`config.mk`:
```
export PLATFORM = sky130hd
export DESIGN_NAME = gde_rdiv
export DESIGN_NICKNAME = d
export VERILOG_FILES = /design/src/sv/gaussian_density_eval_core_assert.svh /design/src/sv/gde_pkg.sv /design/src/sv/gde_rdiv.sv
export SDC_FILE = /design/constraint.sdc
export NUM_CORES = 2
export LEC_CHECK = 0
export BUFFER_PORTS_ARGS = -buffer_cell sky130_fd_sc_hd__buf_2
export CAP_MARGIN = 10
export CORE_ASPECT_RATIO = 0.75
export CORE_UTILIZATION = 65
export DETAILED_ROUTE_END_ITERATION = 7
export GPL_TIMING_DRIVEN = 1
export PLACE_DENSITY = 0.79
export SLEW_MARGIN = 20
export SYNTH_ARGS = -nofsm -noshare
export SYNTH_HDL_FRONTEND = slang
export SYNTH_SLANG_ARGS = --single-unit
```
`constraint.sdc`:
```
create_clock -name clk -period 21.4 [get_ports clk]
set_input_delay 2.14 -clock clk [delete_from_list [all_inputs] [get_ports clk]]
set_output_delay 2.14 -clock clk [all_outputs]
set_load 0.01 [all_outputs]
```
`src/sv/gaussian_density_eval_core_assert.svh`:
```
// ----------------------------------------------------------------------------
// gaussian density evaluator assertion macros
// shared property forms for the concurrent checks of the core
// ----------------------------------------------------------------------------
`ifndef GAUSSIAN_DENSITY_EVAL_CORE_ASSERT_SVH
`define GAUSSIAN_DENSITY_EVAL_CORE_ASSERT_SVH

// same-cycle implication, held off during reset
`define GDE_ASSERT_IMPLY(lbl, ante, cons) \
  lbl: assert property (@(posedge clk) disable iff (!rst_n) (ante) |-> (cons)) \
    else $error("gde same-cycle check failed");

// next-cycle implication, held off during reset
`define GDE_ASSERT_NEXT(lbl, ante, cons) \
  lbl: assert property (@(posedge clk) disable iff (!rst_n) (ante) |=> (cons)) \
    else $error("gde next-cycle check failed");

`endif

```
`src/sv/gde_pkg.sv`:
```
// ----------------------------------------------------------------------------
// gde_pkg
// widths, constants, pipeline control type and the 2^-f table
// ----------------------------------------------------------------------------
package gde_pkg;

  localparam int FRAC_BITS           = 16;
  localparam int EXP_TABLE_ADDR_BITS = 8;
  localparam int IQ                  = 30;
  localparam int UQ                  = 24;
  localparam int SERIES_TERMS        = 24;

  localparam int X_W      = 24;
  localparam int MEAN_W   = 21;
  localparam int SIG_W    = 20;
  localparam int DENS_W   = 32;
  localparam int D_W      = X_W + 1;
  localparam int AD_W     = X_W;
  localparam int Q_W      = 2 * AD_W;
  localparam int DEN_W    = 2 * SIG_W + 1;
  localparam int QLO_W    = 6;                 // integer bits of the exponent argument
  localparam int P1_W     = Q_W - QLO_W;
  localparam int U_W      = QLO_W + UQ;
  localparam int V_W      = 31;
  localparam int N_W      = V_W - UQ;
  localparam int IDX_W    = EXP_TABLE_ADDR_BITS;
  localparam int LO_W     = UQ - EXP_TABLE_ADDR_BITS;
  localparam int ROM_LEN  = (1 << EXP_TABLE_ADDR_BITS) + 1;
  localparam int ROM_AW   = EXP_TABLE_ADDR_BITS + 1;
  localparam int ROM_W    = 32;
  localparam int NUM_W    = 31;
  localparam int RND_SH   = 2 * FRAC_BITS - IQ + 1;
  localparam int DVD_W    = 36;
  localparam int MAX_N    = 34 + 2 * FRAC_BITS - IQ;

  localparam int U_STG    = 15;
  localparam int U_STEPS  = 2;
  localparam int R_STG    = 9;
  localparam int R_STEPS  = 4;

  localparam int CFG_IDX_W  = 1;
  localparam int CFG_DATA_W = MEAN_W;
  localparam logic [CFG_IDX_W-1:0] REG_MEAN  = 1'b0;
  localparam logic [CFG_IDX_W-1:0] REG_SIGMA = 1'b1;

  localparam logic [MEAN_W-1:0] MEAN_RST  = '0;
  localparam logic [SIG_W-1:0]  SIGMA_RST = 20'd65536;

  localparam logic [63:0] LN2_Q30          = 64'd744261118;
  localparam logic [30:0] LOG2E_Q30        = 31'd1549082005;
  localparam logic [28:0] INV_SQRT_2PI_Q30 = 29'd428361012;

  typedef struct packed {
    logic vld;
    logic tail;
  } ctl_t;

  typedef logic [ROM_W-1:0] rom_t [ROM_LEN];

  // 2^-(k/2^A) in q30 from a truncated series of exp(-t)
  function automatic rom_t build_rom();
    rom_t               rom;
    logic [63:0]        t;
    logic [63:0]        term;
    logic signed [63:0] acc;
    for (int k = 0; k < ROM_LEN; k++) begin
      t    = (64'(k) * LN2_Q30) >> EXP_TABLE_ADDR_BITS;
      acc  = 64'sd1 <<< IQ;
      term = 64'd1 << IQ;
      for (int j = 1; j <= SERIES_TERMS; j++) begin
        term = ((term * t) >> IQ) / 64'(j);
        if ((j % 2) == 1) begin
          acc = acc - $signed(term);
        end else begin
          acc = acc + $signed(term);
        end
      end
      rom[k] = acc[ROM_W-1:0];
    end
    return rom;
  endfunction

  localparam rom_t POW2_ROM = build_rom();

endpackage

```
`src/sv/gde_rdiv.sv`:
```
// ----------------------------------------------------------------------------
// gde_rdiv
// pipelined restoring divider: scaled numerator over sigma
// ----------------------------------------------------------------------------
module gde_rdiv (
  input  logic                            clk,
  input  logic                            rst_n,
  input  logic                            en,
  input  gde_pkg::ctl_t                   ctl_i,
  input  logic [gde_pkg::DVD_W-1:0]       dvd_i,
  input  logic [gde_pkg::N_W-1:0]         n_i,
  input  logic [gde_pkg::SIG_W-1:0]       sg_i,
  output gde_pkg::ctl_t                   ctl_o,
  output logic [gde_pkg::DVD_W-1:0]       quo_o,
  output logic [gde_pkg::N_W-1:0]         n_o
);

  gde_pkg::ctl_t                ctl_r  [gde_pkg::R_STG];
  logic [gde_pkg::SIG_W-1:0]    p_r    [gde_pkg::R_STG];
  logic [gde_pkg::DVD_W-1:0]    bits_r [gde_pkg::R_STG];
  logic [gde_pkg::DVD_W-1:0]    quo_r  [gde_pkg::R_STG];
  logic [gde_pkg::SIG_W-1:0]    sg_r   [gde_pkg::R_STG];
  logic [gde_pkg::N_W-1:0]      n_r    [gde_pkg::R_STG];

  function automatic logic [gde_pkg::SIG_W:0] div_step(
    input logic [gde_pkg::SIG_W-1:0] p,
    input logic                      b,
    input logic [gde_pkg::SIG_W-1:0] dv
  );
    logic [gde_pkg::SIG_W:0] pp;
    logic [gde_pkg::SIG_W:0] dx;
    pp = {p, b};
    dx = (gde_pkg::SIG_W+1)'(dv);
    if (pp >= dx) begin
      return {1'b1, gde_pkg::SIG_W'(pp - dx)};
    end
    return {1'b0, pp[gde_pkg::SIG_W-1:0]};
  endfunction

  for (genvar i = 0; i < gde_pkg::R_STG; i++) begin : g_stg
    gde_pkg::ctl_t             ctl_in;
    logic [gde_pkg::SIG_W-1:0] p_in;
    logic [gde_pkg::DVD_W-1:0] bits_in;
    logic [gde_pkg::DVD_W-1:0] quo_in;
    logic [gde_pkg::SIG_W-1:0] sg_in;
    logic [gde_pkg::N_W-1:0]   n_in;
    logic [gde_pkg::SIG_W:0]   st;
    logic [gde_pkg::SIG_W-1:0] p_nxt;
    logic [gde_pkg::DVD_W-1:0] bits_nxt;
    logic [gde_pkg::DVD_W-1:0] quo_nxt;

    if (i == 0) begin : g_head
      assign ctl_in  = ctl_i;
      assign p_in    = '0;
      assign bits_in = dvd_i;
      assign quo_in  = '0;
      assign sg_in   = sg_i;
      assign n_in    = n_i;
    end else begin : g_body
      assign ctl_in  = ctl_r[i-1];
      assign p_in    = p_r[i-1];
      assign bits_in = bits_r[i-1];
      assign quo_in  = quo_r[i-1];
      assign sg_in   = sg_r[i-1];
      assign n_in    = n_r[i-1];
    end

    always_comb begin
      p_nxt    = p_in;
      bits_nxt = bits_in;
      quo_nxt  = quo_in;
      st       = '0;
      for (int k = 0; k < gde_pkg::R_STEPS; k++) begin
        st       = div_step(p_nxt, bits_nxt[gde_pkg::DVD_W-1], sg_in);
        p_nxt    = st[gde_pkg::SIG_W-1:0];
        quo_nxt  = {quo_nxt[gde_pkg::DVD_W-2:0], st[gde_pkg::SIG_W]};
        bits_nxt = {bits_nxt[gde_pkg::DVD_W-2:0], 1'b0};
      end
    end

    always_ff @(posedge clk) begin
      if (!rst_n) begin
        ctl_r[i] <= '0;
      end else if (en) begin
        ctl_r[i] <= ctl_in;
      end
    end

    always_ff @(posedge clk) begin
      if (en) begin
        p_r[i]    <= p_nxt;
        bits_r[i] <= bits_nxt;
        quo_r[i]  <= quo_nxt;
        sg_r[i]   <= sg_in;
        n_r[i]    <= n_in;
      end
    end
  end

  assign ctl_o = ctl_r[gde_pkg::R_STG-1];
  assign quo_o = quo_r[gde_pkg::R_STG-1];
  assign n_o   = n_r[gde_pkg::R_STG-1];

endmodule

```
Yosys cells after proc, flatten, opt, wreduce, memory -nomap -nowiden

Memory sizes are Yosys's and may differ from the RTL's.
Index checks and enable logic that the tools add are counted.

Register bits: 0
Bits in writable memories: 1053
Input port bits: 68
Logic and storage cells: 209
Memories kept: 6

Memories:

| name   | depth | bits a word | read ports | clocked after Yosys merged registers in | write ports | line           | text |
|---|---|---|---|---|---|---|---|
| quo_r  | 9     | 36          | 9          | 0                                       | 9           | gde_rdiv.sv:21 | `logic [gde_pkg::DVD_W-1:0] quo_r [gde_pkg::R_STG];` |
| bits_r | 9     | 32          | 8          | 0                                       | 9           | gde_rdiv.sv:20 | `logic [gde_pkg::DVD_W-1:0] bits_r [gde_pkg::R_STG];` |
| p_r    | 9     | 20          | 8          | 0                                       | 9           | gde_rdiv.sv:19 | `logic [gde_pkg::SIG_W-1:0] p_r [gde_pkg::R_STG];` |
| sg_r   | 9     | 20          | 8          | 0                                       | 9           | gde_rdiv.sv:22 | `logic [gde_pkg::SIG_W-1:0] sg_r [gde_pkg::R_STG];` |
| n_r    | 9     | 7           | 9          | 0                                       | 9           | gde_rdiv.sv:23 | `logic [gde_pkg::N_W-1:0] n_r [gde_pkg::R_STG];` |
| ctl_r  | 9     | 2           | 9          | 0                                       | 9           | gde_rdiv.sv:18 | `gde_pkg::ctl_t ctl_r [gde_pkg::R_STG];` |

Add/subtract/negate cells: 36
Magnitude comparators: 36
Multiplexer cells: 122
Bitwise logic cells: 9

Operators with widths:

| kind           | number |
|---|---|
| $mux 21        | 72 |
| $ge 21x20->1   | 35 |
| $sub 20x20->20 | 35 |
| $mux 1         | 41 |
| $ge 1x20->1    | 1 |
| $sub 1x20->20  | 1 |
| $mux 2         | 9 |
| $or 1x1->1     | 9 |

Logic depth before layout (Yosys ltp)

An unclocked memory read counts as a cell.

Word-level depth: 13
Depth in mapped cells: 53
Gate-level depth less buffers: 49

Worst setup path after synthesis

Ideal clock, no wire load.

Path type: input port to flip-flop
From: in sg_i[1] (netlist name)
To: mem p_r[0][12] (netlist name) (data pin)
Library setup time: 0.260 ns
Arrival: 11.522 ns
Required time: 21.140 ns
Path slack: 9.619 ns
Stages on the path: 40
Path buffers: 4
Cell sequence: clkinv_1 > ha_1 > o21ai_1 > nor3_1 > clkbuf_1 > and2_1 > ha_1 > nand2_1 > o21ai_0 > or4_1 > nand4_1 > a31oi_1 > o31ai_1 > clkinv_1 > nor2_1 > nor2_1 > ha_1 > o21ai_0 > [4 not listed] > o31ai_1 > o311ai_0 > and4b_1 > clkbuf_1 > clkbuf_1 > mux2_2 > ha_1 > o21ai_0 > a21boi_0 > o21ai_0 > a31o_2 > o21ai_0 > a41oi_1 > o21ai_0 > a221oi_1 > o21ai_0 > buf_2 > mux2_2

RTL lines:

| what               | line           | text |
|---|---|---|
| start: declaration | gde_rdiv.sv:12 | `input logic [gde_pkg::SIG_W-1:0] sg_i,` |
| end: declaration   | gde_rdiv.sv:19 |  |

==> reports/results.tsv <==
metric	value	unit
globalplace.congestion	1.01	
antenna_found_initial	3	
syn_inst	6485	
synth-main-ff-cell	edfxtp_1	
cpMostUsedCell	a21oi_1	
dieArea	97300	um2
hp-class	flop to flop	
clock.fmax	71.1	MHz
routed_wl	176000	um
r2r-start	sg_r[0][81]	
grt_pass1_vias	47576	
cts_buffer_depth	3	
viasPerCell	6.56	
grt_overflow	0	
final_cell_mix	edfxtp_1 (725), ha_1 (702), a21oi_1 (549)	
start_util	65.5	%
rsz0062_at_grt	false	
rows	98	
start_kind	flop	
numCtsBuffers	77	
tightest_slew	1.11	ns
reg2reg_depth	44	
final_common_cell	edfxtp_1	
max_stage_delay	0.90	ns
drive_gt1_share	9.26	%
vias	51866	
yosys_warnings	0	
dp.cells	7767	
ys_seq_area_share	34.9	%
cts_tree	yes	
clk_pin_slew	0.06	ns
global_route.usage.total	35.3	%
insertion_delay	0.68	ns
core-area	95300	um2
setup_viol	0	
drc_errors	0	
ant_nets	0	
required	21.79	ns
cap_viol_max_count	0	
post_cts_buffers	0	
area_growth_syn_to_layout	7.21	%
post_cts_resized	0	
wl_per_cell	22.3	um
tns	0	ns
r2r_slack	7.34	ns
period_needed	14.06	ns
ctsHoldBuffers	0	
cp-endpoint	p_r[0][117]	
skew	0.0374	ns
syn_area_per_cell	9.63	um2
multi_input_area	38500	um2
portBuffers	112	
r2r-end	p_r[0][117]	
dp_hpwl	138000	um
root_buffer	clkbuf_16	
syn_area	62400	um2
grt_max_degree	100	
num_io_pins	113	
seqCellArea	21800	um2
maxSlewViolCount	0	
slowest_stage	and2_1	
drt_iter0_drc	5660	
dr.pass1.iters	7	
synthArstFlopShare	0	%
cp-startpoint	sg_r[0][81]	
ys_ff_latch	725	
cp.arrival	14.46	ns
stdcell_count	7906	
cp_max_fo	26	
synth_nets	7289	
relSlewSlack	25.2	%
critPathCaptureType	flop	
grt_pass1_wl	270000	um
synth_edf_count	725	
critical_path_class	flop to flop	
htree_levels	3	
finalNetCount	7400	
status	finished clean	
synth_cell_type_count	100	
final.period_utilization	65.7	%
die_h	270	um
hold_violations	0	
fp.dieW	360	um
num-fill-cells	7403	
cts_sinks	725	
cell type report:
class                           instances  area share (%)
Antenna cell                            1         0.00374
Clock buffer                           90            3.02
Clock inverter                         48           0.723
Inverter                              465            2.61
Multi-Input combinational cell       5179            57.5
Sequential cell                       725            32.5
Tap cell                             1250            2.34
Timing Repair Buffer                  148            1.26
cells by family after synthesis:
| family | synth area share (%) |
|---|---|
| xor gates and xnor gates | 7.31 |
| adders and majority gates | 15.2 |
| and+or+nand+nor | 13.3 |
| buffers and inverters | 3.56 |
| AOI/OAI and AO/OA | 19.7 |
| muxes | 6.08 |
| DFF | 34.9 |
how the worst min path moves through the flow:
stage | slack, ns | cells past startpoint | start | endpoint
floorplan | 0.40 | 0 | bits_r[0][72] | bits_r[0][108]
global placement | 0.40 | 0 | n_r[0][45] | n_r[0][52]
detailed placement | 0.40 | 0 | bits_r[0][109] | bits_r[0][145]
CTS | 0.40 | 0 | bits_r[0][89] | bits_r[0][125]
global route | 0.41 | 0 | bits_r[0][5] | bits_r[0][41]
finish | 0.40 | 0 | bits_r[0][89] | bits_r[0][125]
synth_stat cells, types with 67 or more instances:
library cell    n  area (um2)
a21o_1        226        1700
nand2_1       413        1550
nor2b_1        96         601
ha_1          702        8780
nand4_1        86         538
o21bai_1       67         503
nand3_1       123         616
o21ai_0       410        2050
mux2i_1        75         751
and3_1         77         482
mux2_2        244        2750
a21oi_1       549        2750
clkbuf_1       91         342
inv_1         447        1680
nor2_1        434        1630
nand2b_1      106         663
edfxtp_1      725       21800
xor2_1        179        1570
xnor2_1       342        3000
o21a_1         98         736
nor3_1        117         586
layer usage:
metal  global-route usage [%]  part of all wire, %  wire length [um]  up-vias
li1                         -                    -                 -    24582
met1                     51.9                   45             79600    24632
met2                     52.3                   42             74600     2307
met3                     5.96                  9.1             16000      345
met4                     12.1                  3.6              6270        0
met5                        0                    0                 0        -
sequential cells by signal (all words and copies together), names as in the netlist:
| register | cells |
|---|---|
| sg_r | 160 |
| quo_r | 180 |
| ctl_r | 18 |
| bits_r | 144 |
| p_r | 160 |
| n_r | 63 |
stage by stage:
stage          hold slack [ns]  setup WS [ns]  area (um2)  utilization (%)
3_5_place_dp             0.405           7.57       64400             67.6
6_report                 0.401           7.34       66900             70.3
3_3_place_gp             0.400           7.74       64400             67.6
2_1_floorplan            0.400           9.62       62400                -
4_1_cts                  0.401           7.43       66900             70.2
5_1_grt                  0.414           6.47       66900             70.3
worst max-delay path: cells and delay by family (launching register included):
kind	cells	cell delay, ns
muxes	2	0.81
adders and majority gates	4	1.38
AOI/OAI and AO/OA	24	6.92
and+or+nand+nor	10	3.03
DFF	1	0.57
buffers and inverters	4	1.04
Power is left out: the tool's default activity adds up to more than one toggle a clock period on the data nets, which glitch-free logic cannot reach.
