<file path="config.mk">
export PLATFORM = sky130hd
export DESIGN_NAME = gde_udiv
export DESIGN_NICKNAME = d
export VERILOG_FILES = /design/src/sv/gaussian_density_eval_core_assert.svh /design/src/sv/gde_pkg.sv /design/src/sv/gde_udiv.sv
export SDC_FILE = /design/constraint.sdc
export NUM_CORES = 2
export LEC_CHECK = 0
export BUFFER_PORTS_ARGS = -buffer_cell sky130_fd_sc_hd__clkbuf_2
export CAP_MARGIN = 30
export CORE_MARGIN = 4
export CORE_UTILIZATION = 65
export CTS_BUF_LIST = sky130_fd_sc_hd__clkbuf_4 sky130_fd_sc_hd__clkbuf_8
export CTS_CLUSTER_DIAMETER = 100
export CTS_CLUSTER_SIZE = 30
export DETAILED_ROUTE_END_ITERATION = 10
export PLACE_DENSITY = 0.82
export SYNTH_ARGS = -nofsm -noshare
export SYNTH_HDL_FRONTEND = slang
export SYNTH_SLANG_ARGS = --single-unit
</file>
<file path="constraint.sdc">
create_clock -name clk -period 9.1 [get_ports clk]
set_clock_uncertainty 0.15 [all_clocks]
set_input_delay 0 -clock clk [delete_from_list [all_inputs] [get_ports clk]]
set_output_delay 0 -clock clk [all_outputs]
set_load 0.05 [all_outputs]
</file>
<file path="src/sv/gaussian_density_eval_core_assert.svh">
// ----------------------------------------------------------------------------
// gaussian density evaluator assertion macros
// shared property forms for the concurrent checks of the core
// ----------------------------------------------------------------------------
`ifndef GAUSSIAN_DENSITY_EVAL_CORE_ASSERT_SVH
`define GAUSSIAN_DENSITY_EVAL_CORE_ASSERT_SVH

// same-cycle implication, held off during reset
`define GDE_ASSERT_IMPLY(lbl, ante, cons) \
  lbl: assert property (@(posedge clk) disable iff (!rst_n) (ante) |-> (cons)) \
    else $error("gde same-cycle check failed");

// next-cycle implication, held off during reset
`define GDE_ASSERT_NEXT(lbl, ante, cons) \
  lbl: assert property (@(posedge clk) disable iff (!rst_n) (ante) |=> (cons)) \
    else $error("gde next-cycle check failed");

`endif

</file>
<file path="src/sv/gde_pkg.sv">
// ----------------------------------------------------------------------------
// gde_pkg
// widths, constants, pipeline control type and the 2^-f table
// ----------------------------------------------------------------------------
package gde_pkg;

  localparam int FRAC_BITS           = 16;
  localparam int EXP_TABLE_ADDR_BITS = 8;
  localparam int IQ                  = 30;
  localparam int UQ                  = 24;
  localparam int SERIES_TERMS        = 24;

  localparam int X_W      = 24;
  localparam int MEAN_W   = 21;
  localparam int SIG_W    = 20;
  localparam int DENS_W   = 32;
  localparam int D_W      = X_W + 1;
  localparam int AD_W     = X_W;
  localparam int Q_W      = 2 * AD_W;
  localparam int DEN_W    = 2 * SIG_W + 1;
  localparam int QLO_W    = 6;                 // integer bits of the exponent argument
  localparam int P1_W     = Q_W - QLO_W;
  localparam int U_W      = QLO_W + UQ;
  localparam int V_W      = 31;
  localparam int N_W      = V_W - UQ;
  localparam int IDX_W    = EXP_TABLE_ADDR_BITS;
  localparam int LO_W     = UQ - EXP_TABLE_ADDR_BITS;
  localparam int ROM_LEN  = (1 << EXP_TABLE_ADDR_BITS) + 1;
  localparam int ROM_AW   = EXP_TABLE_ADDR_BITS + 1;
  localparam int ROM_W    = 32;
  localparam int NUM_W    = 31;
  localparam int RND_SH   = 2 * FRAC_BITS - IQ + 1;
  localparam int DVD_W    = 36;
  localparam int MAX_N    = 34 + 2 * FRAC_BITS - IQ;

  localparam int U_STG    = 15;
  localparam int U_STEPS  = 2;
  localparam int R_STG    = 9;
  localparam int R_STEPS  = 4;

  localparam int CFG_IDX_W  = 1;
  localparam int CFG_DATA_W = MEAN_W;
  localparam logic [CFG_IDX_W-1:0] REG_MEAN  = 1'b0;
  localparam logic [CFG_IDX_W-1:0] REG_SIGMA = 1'b1;

  localparam logic [MEAN_W-1:0] MEAN_RST  = '0;
  localparam logic [SIG_W-1:0]  SIGMA_RST = 20'd65536;

  localparam logic [63:0] LN2_Q30          = 64'd744261118;
  localparam logic [30:0] LOG2E_Q30        = 31'd1549082005;
  localparam logic [28:0] INV_SQRT_2PI_Q30 = 29'd428361012;

  typedef struct packed {
    logic vld;
    logic tail;
  } ctl_t;

  typedef logic [ROM_W-1:0] rom_t [ROM_LEN];

  // 2^-(k/2^A) in q30 from a truncated series of exp(-t)
  function automatic rom_t build_rom();
    rom_t               rom;
    logic [63:0]        t;
    logic [63:0]        term;
    logic signed [63:0] acc;
    for (int k = 0; k < ROM_LEN; k++) begin
      t    = (64'(k) * LN2_Q30) >> EXP_TABLE_ADDR_BITS;
      acc  = 64'sd1 <<< IQ;
      term = 64'd1 << IQ;
      for (int j = 1; j <= SERIES_TERMS; j++) begin
        term = ((term * t) >> IQ) / 64'(j);
        if ((j % 2) == 1) begin
          acc = acc - $signed(term);
        end else begin
          acc = acc + $signed(term);
        end
      end
      rom[k] = acc[ROM_W-1:0];
    end
    return rom;
  endfunction

  localparam rom_t POW2_ROM = build_rom();

endpackage

</file>
<file path="src/sv/gde_udiv.sv">
// ----------------------------------------------------------------------------
// gde_udiv
// pipelined restoring divider: squared offset over twice sigma squared
// ----------------------------------------------------------------------------
module gde_udiv (
  input  logic                            clk,
  input  logic                            rst_n,
  input  logic                            en,
  input  gde_pkg::ctl_t                   ctl_i,
  input  logic [gde_pkg::P1_W-1:0]        p_i,
  input  logic [gde_pkg::QLO_W-1:0]       qlo_i,
  input  logic [gde_pkg::DEN_W-1:0]       den_i,
  input  logic [gde_pkg::SIG_W-1:0]       sg_i,
  output gde_pkg::ctl_t                   ctl_o,
  output logic [gde_pkg::U_W-1:0]         u_o,
  output logic [gde_pkg::SIG_W-1:0]       sg_o
);

  gde_pkg::ctl_t                ctl_r  [gde_pkg::U_STG];
  logic [gde_pkg::P1_W-1:0]     p_r    [gde_pkg::U_STG];
  logic [gde_pkg::QLO_W-1:0]    bits_r [gde_pkg::U_STG];
  logic [gde_pkg::U_W-1:0]      quo_r  [gde_pkg::U_STG];
  logic [gde_pkg::DEN_W-1:0]    den_r  [gde_pkg::U_STG];
  logic [gde_pkg::SIG_W-1:0]    sg_r   [gde_pkg::U_STG];

  // one quotient bit: msb is the bit, rest the new partial remainder
  function automatic logic [gde_pkg::P1_W:0] div_step(
    input logic [gde_pkg::P1_W-1:0]  p,
    input logic                      b,
    input logic [gde_pkg::DEN_W-1:0] dv
  );
    logic [gde_pkg::P1_W:0] pp;
    logic [gde_pkg::P1_W:0] dx;
    pp = {p, b};
    dx = (gde_pkg::P1_W+1)'(dv);
    if (pp >= dx) begin
      return {1'b1, gde_pkg::P1_W'(pp - dx)};
    end
    return {1'b0, pp[gde_pkg::P1_W-1:0]};
  endfunction

  for (genvar i = 0; i < gde_pkg::U_STG; i++) begin : g_stg
    gde_pkg::ctl_t             ctl_in;
    logic [gde_pkg::P1_W-1:0]  p_in;
    logic [gde_pkg::QLO_W-1:0] bits_in;
    logic [gde_pkg::U_W-1:0]   quo_in;
    logic [gde_pkg::DEN_W-1:0] den_in;
    logic [gde_pkg::SIG_W-1:0] sg_in;
    logic [gde_pkg::P1_W:0]    st;
    logic [gde_pkg::P1_W-1:0]  p_nxt;
    logic [gde_pkg::QLO_W-1:0] bits_nxt;
    logic [gde_pkg::U_W-1:0]   quo_nxt;

    if (i == 0) begin : g_head
      assign ctl_in  = ctl_i;
      assign p_in    = p_i;
      assign bits_in = qlo_i;
      assign quo_in  = '0;
      assign den_in  = den_i;
      assign sg_in   = sg_i;
    end else begin : g_body
      assign ctl_in  = ctl_r[i-1];
      assign p_in    = p_r[i-1];
      assign bits_in = bits_r[i-1];
      assign quo_in  = quo_r[i-1];
      assign den_in  = den_r[i-1];
      assign sg_in   = sg_r[i-1];
    end

    always_comb begin
      p_nxt    = p_in;
      bits_nxt = bits_in;
      quo_nxt  = quo_in;
      st       = '0;
      for (int k = 0; k < gde_pkg::U_STEPS; k++) begin
        st       = div_step(p_nxt, bits_nxt[gde_pkg::QLO_W-1], den_in);
        p_nxt    = st[gde_pkg::P1_W-1:0];
        quo_nxt  = {quo_nxt[gde_pkg::U_W-2:0], st[gde_pkg::P1_W]};
        bits_nxt = {bits_nxt[gde_pkg::QLO_W-2:0], 1'b0};
      end
    end

    always_ff @(posedge clk) begin
      if (!rst_n) begin
        ctl_r[i] <= '0;
      end else if (en) begin
        ctl_r[i] <= ctl_in;
      end
    end

    always_ff @(posedge clk) begin
      if (en) begin
        p_r[i]    <= p_nxt;
        bits_r[i] <= bits_nxt;
        quo_r[i]  <= quo_nxt;
        den_r[i]  <= den_in;
        sg_r[i]   <= sg_in;
      end
    end
  end

  assign ctl_o = ctl_r[gde_pkg::U_STG-1];
  assign u_o   = quo_r[gde_pkg::U_STG-1];
  assign sg_o  = sg_r[gde_pkg::U_STG-1];

endmodule

</file>
Word-level counts from Yosys, hierarchy flattened:

Memories as Yosys holds them, arrays and structs flattened.
Index checks and enable logic that the tools add are counted.

* $add $sub $neg: 30
* order comparisons: 30
* mux-type cells: 110
* bitwise operators: 15

Operators by type and width (number)
* $mux 43: 60
* $ge 43x41->1: 30
* $sub 42x41->42: 30
* $mux 1: 35
* $mux 2: 15
* $or 1x1->1: 15

* register bits: 0
* memory bits (writable): 2085
* output and inout bits: 52
* logic and storage cells: 191
* memories: 6

Memories
* p_r: words 15, width 42, rd ports 14, clocked after Yosys merged registers in 0, write ports 15, RTL line gde_udiv.sv:20 `logic [gde_pkg::P1_W-1:0] p_r [gde_pkg::U_STG];`
* den_r: words 15, width 41, rd ports 14, clocked after Yosys merged registers in 0, write ports 15, RTL line gde_udiv.sv:23 `logic [gde_pkg::DEN_W-1:0] den_r [gde_pkg::U_STG];`
* quo_r: words 15, width 30, rd ports 15, clocked after Yosys merged registers in 0, write ports 15, RTL line gde_udiv.sv:22 `logic [gde_pkg::U_W-1:0] quo_r [gde_pkg::U_STG];`
* sg_r: words 15, width 20, rd ports 15, clocked after Yosys merged registers in 0, write ports 15, RTL line gde_udiv.sv:24 `logic [gde_pkg::SIG_W-1:0] sg_r [gde_pkg::U_STG];`
* bits_r: words 15, width 4, rd ports 14, clocked after Yosys merged registers in 0, write ports 15, RTL line gde_udiv.sv:21 `logic [gde_pkg::QLO_W-1:0] bits_r [gde_pkg::U_STG];`
* ctl_r: words 15, width 2, rd ports 15, clocked after Yosys merged registers in 0, write ports 15, RTL line gde_udiv.sv:19 `gde_pkg::ctl_t ctl_r [gde_pkg::U_STG];`

Depth between registers and ports, before layout:

An unclocked memory read counts as a cell.

* depth in word-level cells: 7
* mapped depth: 33
* depth with buffers taken out: 28

Worst setup path before layout:

OpenSTA, ideal clock, no wires.

* path kind: register -> register
* from: mem p_r[1][30] (netlist name)
* to: mem p_r[1][76] (netlist name), data pin
* setup time: 0.262 ns
* arrival: 6.475 ns
* path slack: 2.213 ns
* stages on the path, launching flop included: 27
* clock period less this slack: 6.887 ns
* cells stage by stage: edfxtp_1 ha_1 and3_1 nand2_1 or3_1 or4_1 o311a_1 nand2_1 nand2_1 inv_2 buf_1 mux2_2 ha_1 o21a_1 o31a_1 o311a_1 nor4b_1 nor4_1 a211oi_1 a21oi_1 a311oi_1 or3_1 o2111ai_1 nor2b_1 buf_2 buf_4 mux2_1

RTL lines (RTL line)
* start, declared: gde_udiv.sv:20

==> impl_metrics.py <==
metrics = {
    "synthesis": {
        "synth_commonest_cells": "1738 x edfxtp_1, 1312 x a21oi_1, 1218 x ha_1, 1012 x nand2_1, 913 x inv_1",
        "syn_nets": 14800,
        "synth_edf_count": 1738,
        "synth-seq-cells": 1738,
        "ys_top_cells_by_area": "edfxtp_1 40%, ha_1 12%, a21oi_1 5.0%, xnor2_1 4.8%, a21o_1 4.0%",
        "syn_inst": 13400,
        "synth_cell_type_count": 99,
        "synthFlopType": "edfxtp_1",
        "avgSynthCellArea_um2": 9.73,
        "synth_top_area_share_pct": 39.9,
        "yosys.area.top_type": "edfxtp_1",
        "async_flop_share_pct": 0,
        "yosysWarnings": 0,
        "synth.yosys.seq_area_share_pct": 39.9,
        "syn_area_mm2": 0.131,
        "yosysMostFrequentCell": "edfxtp_1",
    },
    "final_layout": {
        "fin_nets": 15100,
        "drive_gt1_share_pct": 5.96,
        "area_growth_pct": 6.71,
        "postLayoutCoreUtil_pct": 69.8,
        "num-fill-cells": 15000,
        "final_cells": 16400,
    },
    "clocking": {
        "clock_path_buffers": 3,
        "insertion_delay_ns": 0.96,
        "cts_tree": "done",
        "root_buffer": "clkbuf_8",
        "cts.sinks": 1738,
        "postCtsResizedCells": 0,
        "numCtsBuffers": 85,
        "cts.clk_slew.worst_paths_ns": 0.17,
        "ctsHtreeMaxLevel": 3,
    },
    "placed_design": {
        "dpl.hpwl_mm": 311,
        "port_buffers": 165,
        "gp_congestion": 1.02,
        "dp_cells": 16000,
    },
    "min_path": {
        "whs_path_depth": 3,
        "hold_class": "input pin to register",
        "min_to": "sg_r[0][18]$_DFFE_PP_",
        "min-delay-start": "sg_i[18]",
    },
    "route": {
        "drc_errors": 0,
        "totalWireLength_mm": 395,
        "wl_met3_mm": 36.1,
        "wl_per_cell_um": 24.1,
        "routed-wl-met2_mm": 180,
        "met1_length_mm": 159,
        "drt_iter0_markers": 13800,
        "highest_layer": "met5",
        "drt-pass1-iter-count": 9,
        "drtAntennaViolNets": 0,
        "num_vias": 109000,
        "viasPerCell": 6.63,
    },
    "floorplanning": {
        "pin_count": 166,
        "fp.dieW_um": 457,
        "dieArea_mm2": 0.208,
        "start_util_pct": 65.4,
        "core_mm2": 0.200,
        "fp.dieH_um": 457,
        "rows": 164,
    },
    "global_route": {
        "grt_pass1_vias": 103000,
        "grtUsageTotal_pct": 36.4,
        "grt_max_degree": 195,
        "grt_first_pass_wirelength_mm": 601,
        "grt.overflow.total": 0,
        "antenna_found_initial": 19,
    },
    "sta": {
        "slew_headroom_pct": 24.5,
        "timing.fmax_mhz": 113,
        "finalMaxSlewViolations": 0,
        "finalCritPeriodShare_pct": 97.3,
        "period_minus_slack_ns": 8.86,
        "grt_setup_unrepaired": "false",
        "tns_ns": 0,
        "tightest_slew_ns": 1.13,
        "hold_violations": 0,
        "setup_viol": 0,
    },
    "setup_path": {
        "r2r-start": "den_r[1][1]$_DFFE_PP_",
        "cp-end-kind": "register",
        "criticalPathCategory": "input pin to register",
        "worstSetupStartpoint": "den_i[1]",
        "reg2reg_to": "p_r[1][45]$_DFFE_PP_",
        "reg2reg_slack_ns": 0.37,
        "crit_required_ns": 9.60,
        "cp-start-kind": "input pin",
        "arrival_ns": 9.36,
        "path_max_fanout": 30,
        "reg2regPathDepth": 27,
    },
    "flow_run": {
        "maxCapViolCount": 0,
    },
    "run_status": {
        "status": "completed",
    },
}
-- placed cells by master (no fill, tap or decap), types with 74 or more instances in the layout --
cell and n:
a211oi_1 104, a21o_1 705, a21oi_1 1312, a31oi_1 136, and2_1 74, and3_1 161
buf_4 77, clkbuf_2 164, clkbuf_8 87, dlygate4sd3_1 301, edfxtp_1 1738, ha_1 1218
inv_1 913, mux2_1 295, mux2_2 274, nand2_1 1012, nand2b_1 156, nand3_1 270
nand4_1 220, nor2_1 835, nor2b_1 164, nor3_1 159, o21a_1 141, o21ai_0 817
o21ai_1 150, o21bai_1 190, xnor2_1 718, xor2_1 347
-- metrics by stage --
| step | hold slack, ns | worst slack [ns] | instance area [um^2] |
|---|---|---|---|
| after floorplan | -0.0511 | 2.21 | 131000 |
| after global placement | 0.0267 | 0.506 | 134000 |
| after detailed placement | 0.0287 | 0.513 | 135000 |
| after CTS | 0.00882 | 0.424 | 139000 |
| after global routing | 0.0872 | 0.0204 | 140000 |
| final | 0.110 | 0.243 | 140000 |
-- cells by family (layout without fill, tap and decap cells) --
family          after synthesis  after routing  synth area share, %
other cells                   0              8                    0
fa+ha+maj                  1236           1236                 11.9
buf+inv                    1317           1632                 3.89
xor+xnor                   1065           1065                 7.13
flops                      1738           1738                 39.9
compound gates             4155           4155                 19.9
mux                         602            602                 5.15
simple gates               3326           3326                 12.1
-- critical path, cell delays in order --
cell           delay [ns]
dlygate4sd3_1        0.53
clkbuf_2             0.17
inv_1                0.12
ha_1                 0.46
nand2b_1             0.17
a21oi_1              0.11
o31ai_1              0.43
a31o_2               0.29
a211oi_1             0.15
o21ai_1              0.17
o2111ai_1            0.25
nor2_4               0.52
mux2_2               0.40
dlygate4sd3_1        0.59
ha_1                 0.38
nand3_1              0.11
nor2_1               0.46
o21ai_0              0.20
o21ai_1              0.37
a221oi_1             0.25
o221ai_1             0.54
a311o_1              0.33
nand4_1              0.21
o311a_2              0.64
nand2_1              0.16
dlygate4sd3_1        0.60
o21ai_1              0.09
dlygate4sd3_1        0.60
-- layer usage --
layer  track usage, %  vias to the layer above
li1                 -                    50300
met1             48.5                    51700
met2             58.7                     5784
met3             6.08                     1116
met4             16.3                       18
met5                0                        -
-- repair_timing --
action	in CTS	in global routing
hold buffers	301	1
hold endpoints to repair	770	7
setup buffers	0	0
-- flip-flops by register name (all words and copies together) (netlist names) --
| register | flops |
|---|---|
| sg_r | 300 |
| quo_r | 240 |
| ctl_r | 30 |
| den_r | 574 |
| bits_r | 6 |
| p_r | 588 |
-- how the worst max path moves through the flow --
stage	endpoint	slack, ns
6_report	p_r[0][35]$_DFFE_PP_	0.24
5_1_grt	p_r[0][122]$_DFFE_PP_	0.02
4_1_cts	p_r[1][127]$_DFFE_PP_	0.42
3_5_place_dp	p_r[1][127]$_DFFE_PP_	0.51
3_3_place_gp	p_r[1][127]$_DFFE_PP_	0.51
2_1_floorplan	p_r[1][76]$_DFFE_PP_	2.21
-- layout make-up --
type | instances | area [um^2] | area share [%]
Multi-Input combinational cell | 10400 | 73700 | 52.8
Sequential cell | 1738 | 52200 | 37.4
Timing Repair Buffer | 570 | 4930 | 3.53
Inverter | 925 | 3470 | 2.49
Tap cell | 2656 | 3320 | 2.38
Clock buffer | 89 | 1210 | 0.869
Clock inverter | 48 | 724 | 0.519
Antenna cell | 8 | 20.0 | 0.0143
Power is not shown: default switching activity piles up to over one toggle a cycle in this logic, so the estimate is an artifact.
