**src/sv/gaussian_density_eval_core_assert.svh**
```systemverilog
// ----------------------------------------------------------------------------
// gaussian density evaluator assertion macros
// shared property forms for the concurrent checks of the core
// ----------------------------------------------------------------------------
`ifndef GAUSSIAN_DENSITY_EVAL_CORE_ASSERT_SVH
`define GAUSSIAN_DENSITY_EVAL_CORE_ASSERT_SVH

// same-cycle implication, held off during reset
`define GDE_ASSERT_IMPLY(lbl, ante, cons) \
  lbl: assert property (@(posedge clk) disable iff (!rst_n) (ante) |-> (cons)) \
    else $error("gde same-cycle check failed");

// next-cycle implication, held off during reset
`define GDE_ASSERT_NEXT(lbl, ante, cons) \
  lbl: assert property (@(posedge clk) disable iff (!rst_n) (ante) |=> (cons)) \
    else $error("gde next-cycle check failed");

`endif

```
**src/sv/gde_pkg.sv**
```systemverilog
// ----------------------------------------------------------------------------
// gde_pkg
// widths, constants, pipeline control type and the 2^-f table
// ----------------------------------------------------------------------------
package gde_pkg;

  localparam int FRAC_BITS           = 16;
  localparam int EXP_TABLE_ADDR_BITS = 8;
  localparam int IQ                  = 30;
  localparam int UQ                  = 24;
  localparam int SERIES_TERMS        = 24;

  localparam int X_W      = 24;
  localparam int MEAN_W   = 21;
  localparam int SIG_W    = 20;
  localparam int DENS_W   = 32;
  localparam int D_W      = X_W + 1;
  localparam int AD_W     = X_W;
  localparam int Q_W      = 2 * AD_W;
  localparam int DEN_W    = 2 * SIG_W + 1;
  localparam int QLO_W    = 6;                 // integer bits of the exponent argument
  localparam int P1_W     = Q_W - QLO_W;
  localparam int U_W      = QLO_W + UQ;
  localparam int V_W      = 31;
  localparam int N_W      = V_W - UQ;
  localparam int IDX_W    = EXP_TABLE_ADDR_BITS;
  localparam int LO_W     = UQ - EXP_TABLE_ADDR_BITS;
  localparam int ROM_LEN  = (1 << EXP_TABLE_ADDR_BITS) + 1;
  localparam int ROM_AW   = EXP_TABLE_ADDR_BITS + 1;
  localparam int ROM_W    = 32;
  localparam int NUM_W    = 31;
  localparam int RND_SH   = 2 * FRAC_BITS - IQ + 1;
  localparam int DVD_W    = 36;
  localparam int MAX_N    = 34 + 2 * FRAC_BITS - IQ;

  localparam int U_STG    = 15;
  localparam int U_STEPS  = 2;
  localparam int R_STG    = 9;
  localparam int R_STEPS  = 4;

  localparam int CFG_IDX_W  = 1;
  localparam int CFG_DATA_W = MEAN_W;
  localparam logic [CFG_IDX_W-1:0] REG_MEAN  = 1'b0;
  localparam logic [CFG_IDX_W-1:0] REG_SIGMA = 1'b1;

  localparam logic [MEAN_W-1:0] MEAN_RST  = '0;
  localparam logic [SIG_W-1:0]  SIGMA_RST = 20'd65536;

  localparam logic [63:0] LN2_Q30          = 64'd744261118;
  localparam logic [30:0] LOG2E_Q30        = 31'd1549082005;
  localparam logic [28:0] INV_SQRT_2PI_Q30 = 29'd428361012;

  typedef struct packed {
    logic vld;
    logic tail;
  } ctl_t;

  typedef logic [ROM_W-1:0] rom_t [ROM_LEN];

  // 2^-(k/2^A) in q30 from a truncated series of exp(-t)
  function automatic rom_t build_rom();
    rom_t               rom;
    logic [63:0]        t;
    logic [63:0]        term;
    logic signed [63:0] acc;
    for (int k = 0; k < ROM_LEN; k++) begin
      t    = (64'(k) * LN2_Q30) >> EXP_TABLE_ADDR_BITS;
      acc  = 64'sd1 <<< IQ;
      term = 64'd1 << IQ;
      for (int j = 1; j <= SERIES_TERMS; j++) begin
        term = ((term * t) >> IQ) / 64'(j);
        if ((j % 2) == 1) begin
          acc = acc - $signed(term);
        end else begin
          acc = acc + $signed(term);
        end
      end
      rom[k] = acc[ROM_W-1:0];
    end
    return rom;
  endfunction

  localparam rom_t POW2_ROM = build_rom();

endpackage

```
**src/sv/gde_front.sv**
```systemverilog
// ----------------------------------------------------------------------------
// gde_front
// offset from the mean, its square, twice sigma squared and the tail check
// ----------------------------------------------------------------------------
module gde_front (
  input  logic                                clk,
  input  logic                                rst_n,
  input  logic                                en,
  input  logic                                in_vld,
  input  logic signed [gde_pkg::X_W-1:0]      x_i,
  input  logic signed [gde_pkg::MEAN_W-1:0]   mean_i,
  input  logic [gde_pkg::SIG_W-1:0]           sigma_i,
  output gde_pkg::ctl_t                       ctl_o,
  output logic [gde_pkg::P1_W-1:0]            p_o,
  output logic [gde_pkg::QLO_W-1:0]           qlo_o,
  output logic [gde_pkg::DEN_W-1:0]           den_o,
  output logic [gde_pkg::SIG_W-1:0]           sg_o
);

  logic signed [gde_pkg::D_W-1:0] diff;
  logic [gde_pkg::D_W-1:0]        mag;
  logic [2*gde_pkg::SIG_W-1:0]    sq;

  logic                           v1_r;
  logic                           v2_r;
  logic [gde_pkg::AD_W-1:0]       ad1_r, ad1_nxt;
  logic [gde_pkg::SIG_W-1:0]      sg1_r, sg1_nxt;
  logic [gde_pkg::SIG_W-1:0]      sg2_r;
  logic [gde_pkg::Q_W-1:0]        q2_r, q2_nxt;
  logic [gde_pkg::DEN_W-1:0]      den2_r, den2_nxt;
  gde_pkg::ctl_t                  ctl3_r, ctl3_nxt;
  logic [gde_pkg::P1_W-1:0]       p3_r;
  logic [gde_pkg::QLO_W-1:0]      qlo3_r;
  logic [gde_pkg::DEN_W-1:0]      den3_r;
  logic [gde_pkg::SIG_W-1:0]      sg3_r;

  always_comb begin
    diff    = gde_pkg::D_W'(x_i) - gde_pkg::D_W'(mean_i);
    mag     = diff[gde_pkg::D_W-1] ? gde_pkg::D_W'(-diff) : gde_pkg::D_W'(diff);
    ad1_nxt = mag[gde_pkg::AD_W-1:0];
    // a zero sigma counts as one lsb
    sg1_nxt = (sigma_i == '0) ? gde_pkg::SIG_W'(1) : sigma_i;
    q2_nxt  = gde_pkg::Q_W'(ad1_r) * gde_pkg::Q_W'(ad1_r);
    sq      = (2*gde_pkg::SIG_W)'(sg1_r) * (2*gde_pkg::SIG_W)'(sg1_r);
    den2_nxt = {sq, 1'b0};
    ctl3_nxt.vld  = v2_r;
    // argument of the exponential at or beyond the cutoff
    ctl3_nxt.tail = q2_r >= {1'b0, den2_r, {gde_pkg::QLO_W{1'b0}}};
  end

  always_ff @(posedge clk) begin
    if (!rst_n) begin
      v1_r   <= 1'b0;
      v2_r   <= 1'b0;
      ctl3_r <= '0;
    end else if (en) begin
      v1_r   <= in_vld;
      v2_r   <= v1_r;
      ctl3_r <= ctl3_nxt;
    end
  end

  always_ff @(posedge clk) begin
    if (en) begin
      ad1_r  <= ad1_nxt;
      sg1_r  <= sg1_nxt;
      q2_r   <= q2_nxt;
      den2_r <= den2_nxt;
      sg2_r  <= sg1_r;
      p3_r   <= q2_r[gde_pkg::Q_W-1:gde_pkg::QLO_W];
      qlo3_r <= q2_r[gde_pkg::QLO_W-1:0];
      den3_r <= den2_r;
      sg3_r  <= sg2_r;
    end
  end

  assign ctl_o = ctl3_r;
  assign p_o   = p3_r;
  assign qlo_o = qlo3_r;
  assign den_o = den3_r;
  assign sg_o  = sg3_r;

endmodule

```
**config.mk**
```make
export PLATFORM = sky130hd
export DESIGN_NAME = gde_front
export DESIGN_NICKNAME = d
export VERILOG_FILES = /design/src/sv/gaussian_density_eval_core_assert.svh /design/src/sv/gde_pkg.sv /design/src/sv/gde_front.sv
export SDC_FILE = /design/constraint.sdc
export NUM_CORES = 2
export LEC_CHECK = 0
export ABC_AREA = 0
export BUFFER_PORTS_ARGS = -buffer_cell sky130_fd_sc_hd__buf_2
export CAP_MARGIN = 5
export CORE_UTILIZATION = 50
export DETAILED_ROUTE_END_ITERATION = 16
export PLACE_DENSITY = 0.76
export SYNTH_ARGS = -nofsm -noshare
export SYNTH_HDL_FRONTEND = slang
export SYNTH_SLANG_ARGS = --single-unit
```
**constraint.sdc**
```tcl
create_clock -name clk -period 7.05 [get_ports clk]
set_clock_uncertainty 0.2 [all_clocks]
set_input_delay 1.41 -clock clk [delete_from_list [all_inputs] [get_ports clk]]
set_output_delay 1.41 -clock clk [all_outputs]
set_load 0.01 [all_outputs]
```
# --- Word level (Yosys, flattened, before mapping) ---
# Index checks and enable logic that the tools add are counted.
# W data, S select, Z words.
word_totals:
  register_bits: 264
  latch_bits: 0
  ram_bits: 0
  rom_bits: 0
  output_inout_bits: 111
  wordCells: 20
  n_memories: 0
op_classes:
  add_sub_neg: 2
  multipliers: 2
  div_mod_pow: 0
  order_cmp: 1
  eq_ne: 0
  shift: 0
  mux: 1
  bitwise: 0
  n_reduce_logical: 1
op_table:
  columns: ["operator", "count"]
  rows:
  - ["$ge A48 B47 Y1", 1]
  - ["$mul A24 B24 Y48", 1]
  - ["$mul A20 B20 Y40", 1]
  - ["$sub A24 B21 Y25", 1]
  - ["$mux W24", 1]
  - ["$neg A24 Y24", 1]
  - ["$logic_not A20 Y1", 1]

# --- Logic depth before layout (Yosys ltp) ---
depth:
  word_depth: 3
  depth_mapped: 28
  mapped_depth_nobuf: 27

# --- Worst setup path after synthesis ---
# OpenSTA, ideal clock, no wires.
synth_path:
  kind: "reg2reg"
  from: "register ad1_r[14] in the netlist's numbering"
  to: "register q2_r[46] in the netlist's numbering (data pin)"
  setup_ps: 265
  arrival_time_ps: 7111
  t_required_ps: 6585
  slack_ps: -526
  path_stages_with_launch: 28
  path_buffers: 1
  period_less_slack_ps: 7576
  path_cell_list: "edfxtp_1 > clkbuf_1 > nand2_1 > fa_1 > inv_1 > fa_1 > inv_1 > fa_1 > inv_1 > fa_1 > inv_1 > fa_1 > inv_1 > fa_1 > inv_1 > fa_1 > inv_1 > ha_1 > o21ai_0 > nor2_1 > a2111oi_0 > nor3_1 > o41ai_1 > a21oi_1 > a41o_1 > a211oi_1 > o21ai_0 > xor2_1"
synth_via:
  elab_chain_len: 1
synth_lines:
  columns: ["element", "line", "source"]
  rows:
  - ["start: declaration", "gde_front.sv:26", "logic [gde_pkg::AD_W-1:0] ad1_r, ad1_nxt;"]
  - ["start signal: assignment", "gde_front.sv:65", "ad1_r <= ad1_nxt;"]
  - ["$mul A24 B24 Y48", "gde_front.sv:43", "q2_nxt = gde_pkg::Q_W'(ad1_r) * gde_pkg::Q_W'(ad1_r);"]
  - ["via q2_nxt (one bit)", "gde_front.sv:29", "logic [gde_pkg::Q_W-1:0] q2_r, q2_nxt;"]
  - ["end signal: assignment", "gde_front.sv:67", "q2_r <= q2_nxt;"]
  - ["end: declaration", "gde_front.sv:29", null]
# The timed path passes the listed nets, and every way through them passes these cells.
# A chain may end at the register's enable or synchronous reset.

# --- Final worst setup path ---
layout_path:
  from: "register ad1_r[1] in the netlist's numbering"
  to: "register q2_r[40] in the netlist's numbering (data pin)"
# Same word-level chain as after synthesis.

==> PnR_summary.wiki <==
{| class="wikitable"
! Metric !! Value
|-
| Worst setup slack after layout || -0.2361 ns
|-
| Floorplan die height || 280.3 um
|-
| Unrepaired setup endpoints after global routing || true
|-
| Num ports || 180
|-
| Achievable clock frequency || 0.1372 GHz
|-
| Routed wirelength normalized by instance count || 15.95 um
|-
| Minimum clock period || 7.286 ns
|-
| Origin of the worst min-delay path || sg2_r[1]
|-
| Largest cells by area after synthesis || sky130_fd_sc_hd__fa_1 (36%), sky130_fd_sc_hd__edfxtp_1 (20%), sky130_fd_sc_hd__ha_1 (13%)
|-
| Die Width || 280.3 um
|-
| Async set or reset register ratio after synthesis || 0
|-
| Total DRC errors in the routed layout || 0
|-
| Worst flop-to-flop path startpoint || ad1_r[1]
|-
| Outcome || complete, but fails checks
|-
| Row Count || 101
|-
| Clock sink count || 258
|-
| Maximum buffer depth of the clock tree || 3
|-
| Number of clock buffers inserted by TritonCTS || 29
|-
| Starting utilization of the core area || 0.5074
|-
| Count of state elements after synthesis || 258
|-
| Part of the Yosys area used for sequential elements || 0.1990
|-
| Transition at the pin with the smallest max-transition slack || 0.8439 ns
|-
| Top-area cell type share of the netlist area || 0.3639
|-
| Non-Filler Cell Area, Final || 0.04583 mm2
|-
| Number of I/O port buffers || 176
|-
| Initial antenna violation count || 0
|-
| Cell depth of the worst min-delay path || 0
|-
| Number of global-route vias before repair || 29600
|-
| Clock insertion delay at the later pin of the skew report || 0.59 ns
|-
| Area delta synth->final || 18.34%
|-
| Period Utilization, post-route || 1.033
|-
| Final number of max-transition violations || 0
|-
| Number of hold-repair buffers added at the cts stage || 0
|-
| Violations in the final reports || setup timing
|-
| Number of nets with antenna violations after routing || 0
|-
| Cell type with the highest aggregate area in the netlist || sky130_fd_sc_hd__fa_1
|-
| Post-synthesis instance area || 0.03873 mm2
|-
| Iteration count of the initial detailed-routing pass || 5
|-
| Count of cells along the worst register-to-register path || 35
|-
| Hold violation total from the final report || 0
|-
| Vias per inst || 5.105
|-
| Fillcell total || 6155
|-
| Library cells used by synthesis || 82
|-
| Number of instances in the synthesized netlist || 3813
|-
| Global placer's final weighted congestion || 0.9105
|-
| Non-filler instance count after layout || 5375
|-
| Kind of critical path || reg2reg
|-
| Clock root buffer || sky130_fd_sc_hd__clkbuf_16
|-
| Detailed placement HPWL || 70600 um
|-
| Signal arrival time at the worst endpoint || 7.41 ns
|-
| Clock-pin slew reported for the worst setup and hold paths after clock tree synthesis || 0.06 ns
|-
| DIE AREA || 0.07857 mm2
|-
| TritonCTS clock tree || yes
|-
| Setup crit end kind || register
|-
| Count of flip-flops with a built-in enable after synthesis || 254
|-
| Routed wire length || 85720 um
|-
| Crit path launch type || register
|-
| Final net count || 5485
|-
| Most Frequent Cell on Critical Path || sky130_fd_sc_hd__buf_4
|-
| GRT Util Overall || 0.2266
|-
| Final worst hold slack || 0.2214 ns
|-
| Most frequently used flop master after synthesis || sky130_fd_sc_hd__edfxtp_1
|-
| Warning count from the yosys run || 0
|-
| Class of the tightest hold or removal check || reg2reg
|-
| 1st-iter DRT viols || 1608
|-
| Area inside the core boundary || 0.07633 mm2
|-
| Placed cell count || 5249
|-
| Post-Place Setup Slack || -0.7992 ns
|-
| Area post-placement || 0.04317 mm2
|-
| Largest fanout on the critical path || 5
|-
| Data required time of the worst path || 7.17 ns
|-
| Total congestion overflow || 0
|-
| Wire length of the first global-routing pass || 142400 um
|-
| Cell type of the slowest stage on the worst timing path || sky130_fd_sc_hd__fa_1
|-
| H-tree lvl count || 1
|-
| Ant diodes || 0
|-
| Critical path startpoint || ad1_r[1]
|-
| Largest net degree at the start of global routing || 90
|-
| Fraction of final layout cells with drive strength greater than 1 || 0.2044
|-
| Average instance area after synthesis || 10.16 um2
|-
| Relative slew slack || 0.4349
|-
| Setup violation total in the final timing report || 15
|-
| Worst path max stage delay || 0.51 ns
|-
| Count of vias placed by the detailed router || 27440
|-
| Max-Cap Viols || 0
|}
==> routing by layer <==
| layer | global-route usage | vias to the layer above | wire (um) |
|---|---|---|---|
| li1 | - | 12640 | - |
| met1 | 0.2900 | 13920 | 34660 |
| met2 | 0.4036 | 714 | 43920 |
| met3 | 0.02681 | 164 | 4854 |
| met4 | 0.06291 | 0 | 2284 |
| met5 | 0 | - | 0 |
==> state kept, by name, indices dropped and copies added (netlist names) <==
signal	count
ad1_r	24
p_o	42
sg_o	20
sg1_r	20
den2_r	38
v1_r	1
sg2_r	20
q2_r	47
ctl_o	2
v2_r	1
den_o	38
qlo_o	5
==> area by class of cell <==
cell class	count	area [um2]	share of cell area
clock inverter	15	135.1	0.002948
inverter	1068	4011	0.08752
timing repair buffer	593	4337	0.09462
tap	1030	1289	0.02812
sequential	258	7707	0.1682
multi-input combinational	2374	27550	0.6010
clock buffer	37	805.8	0.01758
==> through the flow <==
step / util / setup TNS [ns]
after floorplan: - / -0.01266
after global placement: 0.5656 / -6.040
after detailed placement: 0.5656 / -7.815
after CTS: 0.5917 / -1.403
after global routing: 0.6005 / -6.821
final: 0.6005 / -1.779
==> critical path: cells and delay by family, from the launching register on <==
| kind | cells | cell delay [ns] |
|---|---|---|
| DFF | 1 | 0.48 |
| AOI/OAI and AO/OA | 4 | 0.68 |
| and+or+nand+nor | 5 | 0.96 |
| buffers and inverters | 17 | 1.65 |
| xor gates and xnor gates | 1 | 0.13 |
| adders and majority gates | 8 | 2.88 |
==> cells in the mapped netlist, drive strengths merged, types with 4 or more instances <==
cell     instances
a2111oi          5
a211oi          15
a21o            67
a21oi          111
a221oi           4
a31o             4
a31oi            8
and2           212
and3            13
and4             5
buf             11
clkbuf         104
dfxtp            4
edfxtp         254
fa             704
ha             388
inv           1068
mux2i            7
nand2          316
nand2b          11
nand3           33
nand4           16
nor2            84
nor2b           24
nor3            24
nor4             9
o2111ai          7
o211ai           9
o21a             9
o21ai           45
o21bai          18
o31ai            8
o41ai            4
or2             11
or3              6
or4              9
xnor2          101
xor2            38
==> repair_timing <==
item,in CTS,in global routing
buffers inserted,54,24
resized for setup,169,136
pin swaps,89,92
setup endpoints to repair,30,37
==> layout by cell type, fill, tap and decap left out, types with 16 or more instances in the layout <==
master | synthesis | routed
sky130_fd_sc_hd__a21o_1 | 66 | 65
sky130_fd_sc_hd__a21oi_1 | 107 | 82
sky130_fd_sc_hd__a21oi_2 | 2 | 24
sky130_fd_sc_hd__and2_1 | 212 | 190
sky130_fd_sc_hd__and2_4 | 0 | 21
sky130_fd_sc_hd__buf_2 | 3 | 175
sky130_fd_sc_hd__buf_4 | 5 | 344
sky130_fd_sc_hd__buf_6 | 1 | 66
sky130_fd_sc_hd__clkbuf_16 | 0 | 29
sky130_fd_sc_hd__edfxtp_1 | 254 | 254
sky130_fd_sc_hd__fa_1 | 704 | 681
sky130_fd_sc_hd__fa_2 | 0 | 23
sky130_fd_sc_hd__ha_1 | 388 | 366
sky130_fd_sc_hd__ha_4 | 0 | 22
sky130_fd_sc_hd__inv_1 | 1068 | 1027
sky130_fd_sc_hd__inv_2 | 0 | 40
sky130_fd_sc_hd__nand2_1 | 316 | 287
sky130_fd_sc_hd__nand2_2 | 0 | 25
sky130_fd_sc_hd__nand3_1 | 31 | 30
sky130_fd_sc_hd__nand4_1 | 16 | 16
sky130_fd_sc_hd__nor2_1 | 84 | 80
sky130_fd_sc_hd__nor2b_1 | 24 | 23
sky130_fd_sc_hd__nor3_1 | 24 | 19
sky130_fd_sc_hd__o21ai_0 | 44 | 32
sky130_fd_sc_hd__o21bai_1 | 17 | 16
sky130_fd_sc_hd__xnor2_1 | 101 | 99
sky130_fd_sc_hd__xor2_1 | 38 | 37
==> cell families after synthesis <==
logic type / after synthesis / synth area share
buf+inv: 1183 / 0.1157
simple gates: 788 / 0.1023
xor+xnor: 139 / 0.03143
other cells: 1 / 0.00009683
flops: 258 / 0.1990
fa+ha+maj: 1092 / 0.4893
compound gates: 342 / 0.05957
mux: 10 / 0.002681
==> path summary, 6_finish.rpt <==
check                           slack (ns)        to
worst max-delay path                 -0.24  q2_r[40]
worst min-delay path                  0.22   sg_o[1]
worst max register to register       -0.24  q2_r[40]
worst min register to register        0.22   sg_o[1]
Power is not shown: default switching activity piles up to over one toggle a cycle in this logic, so the estimate is an artifact.
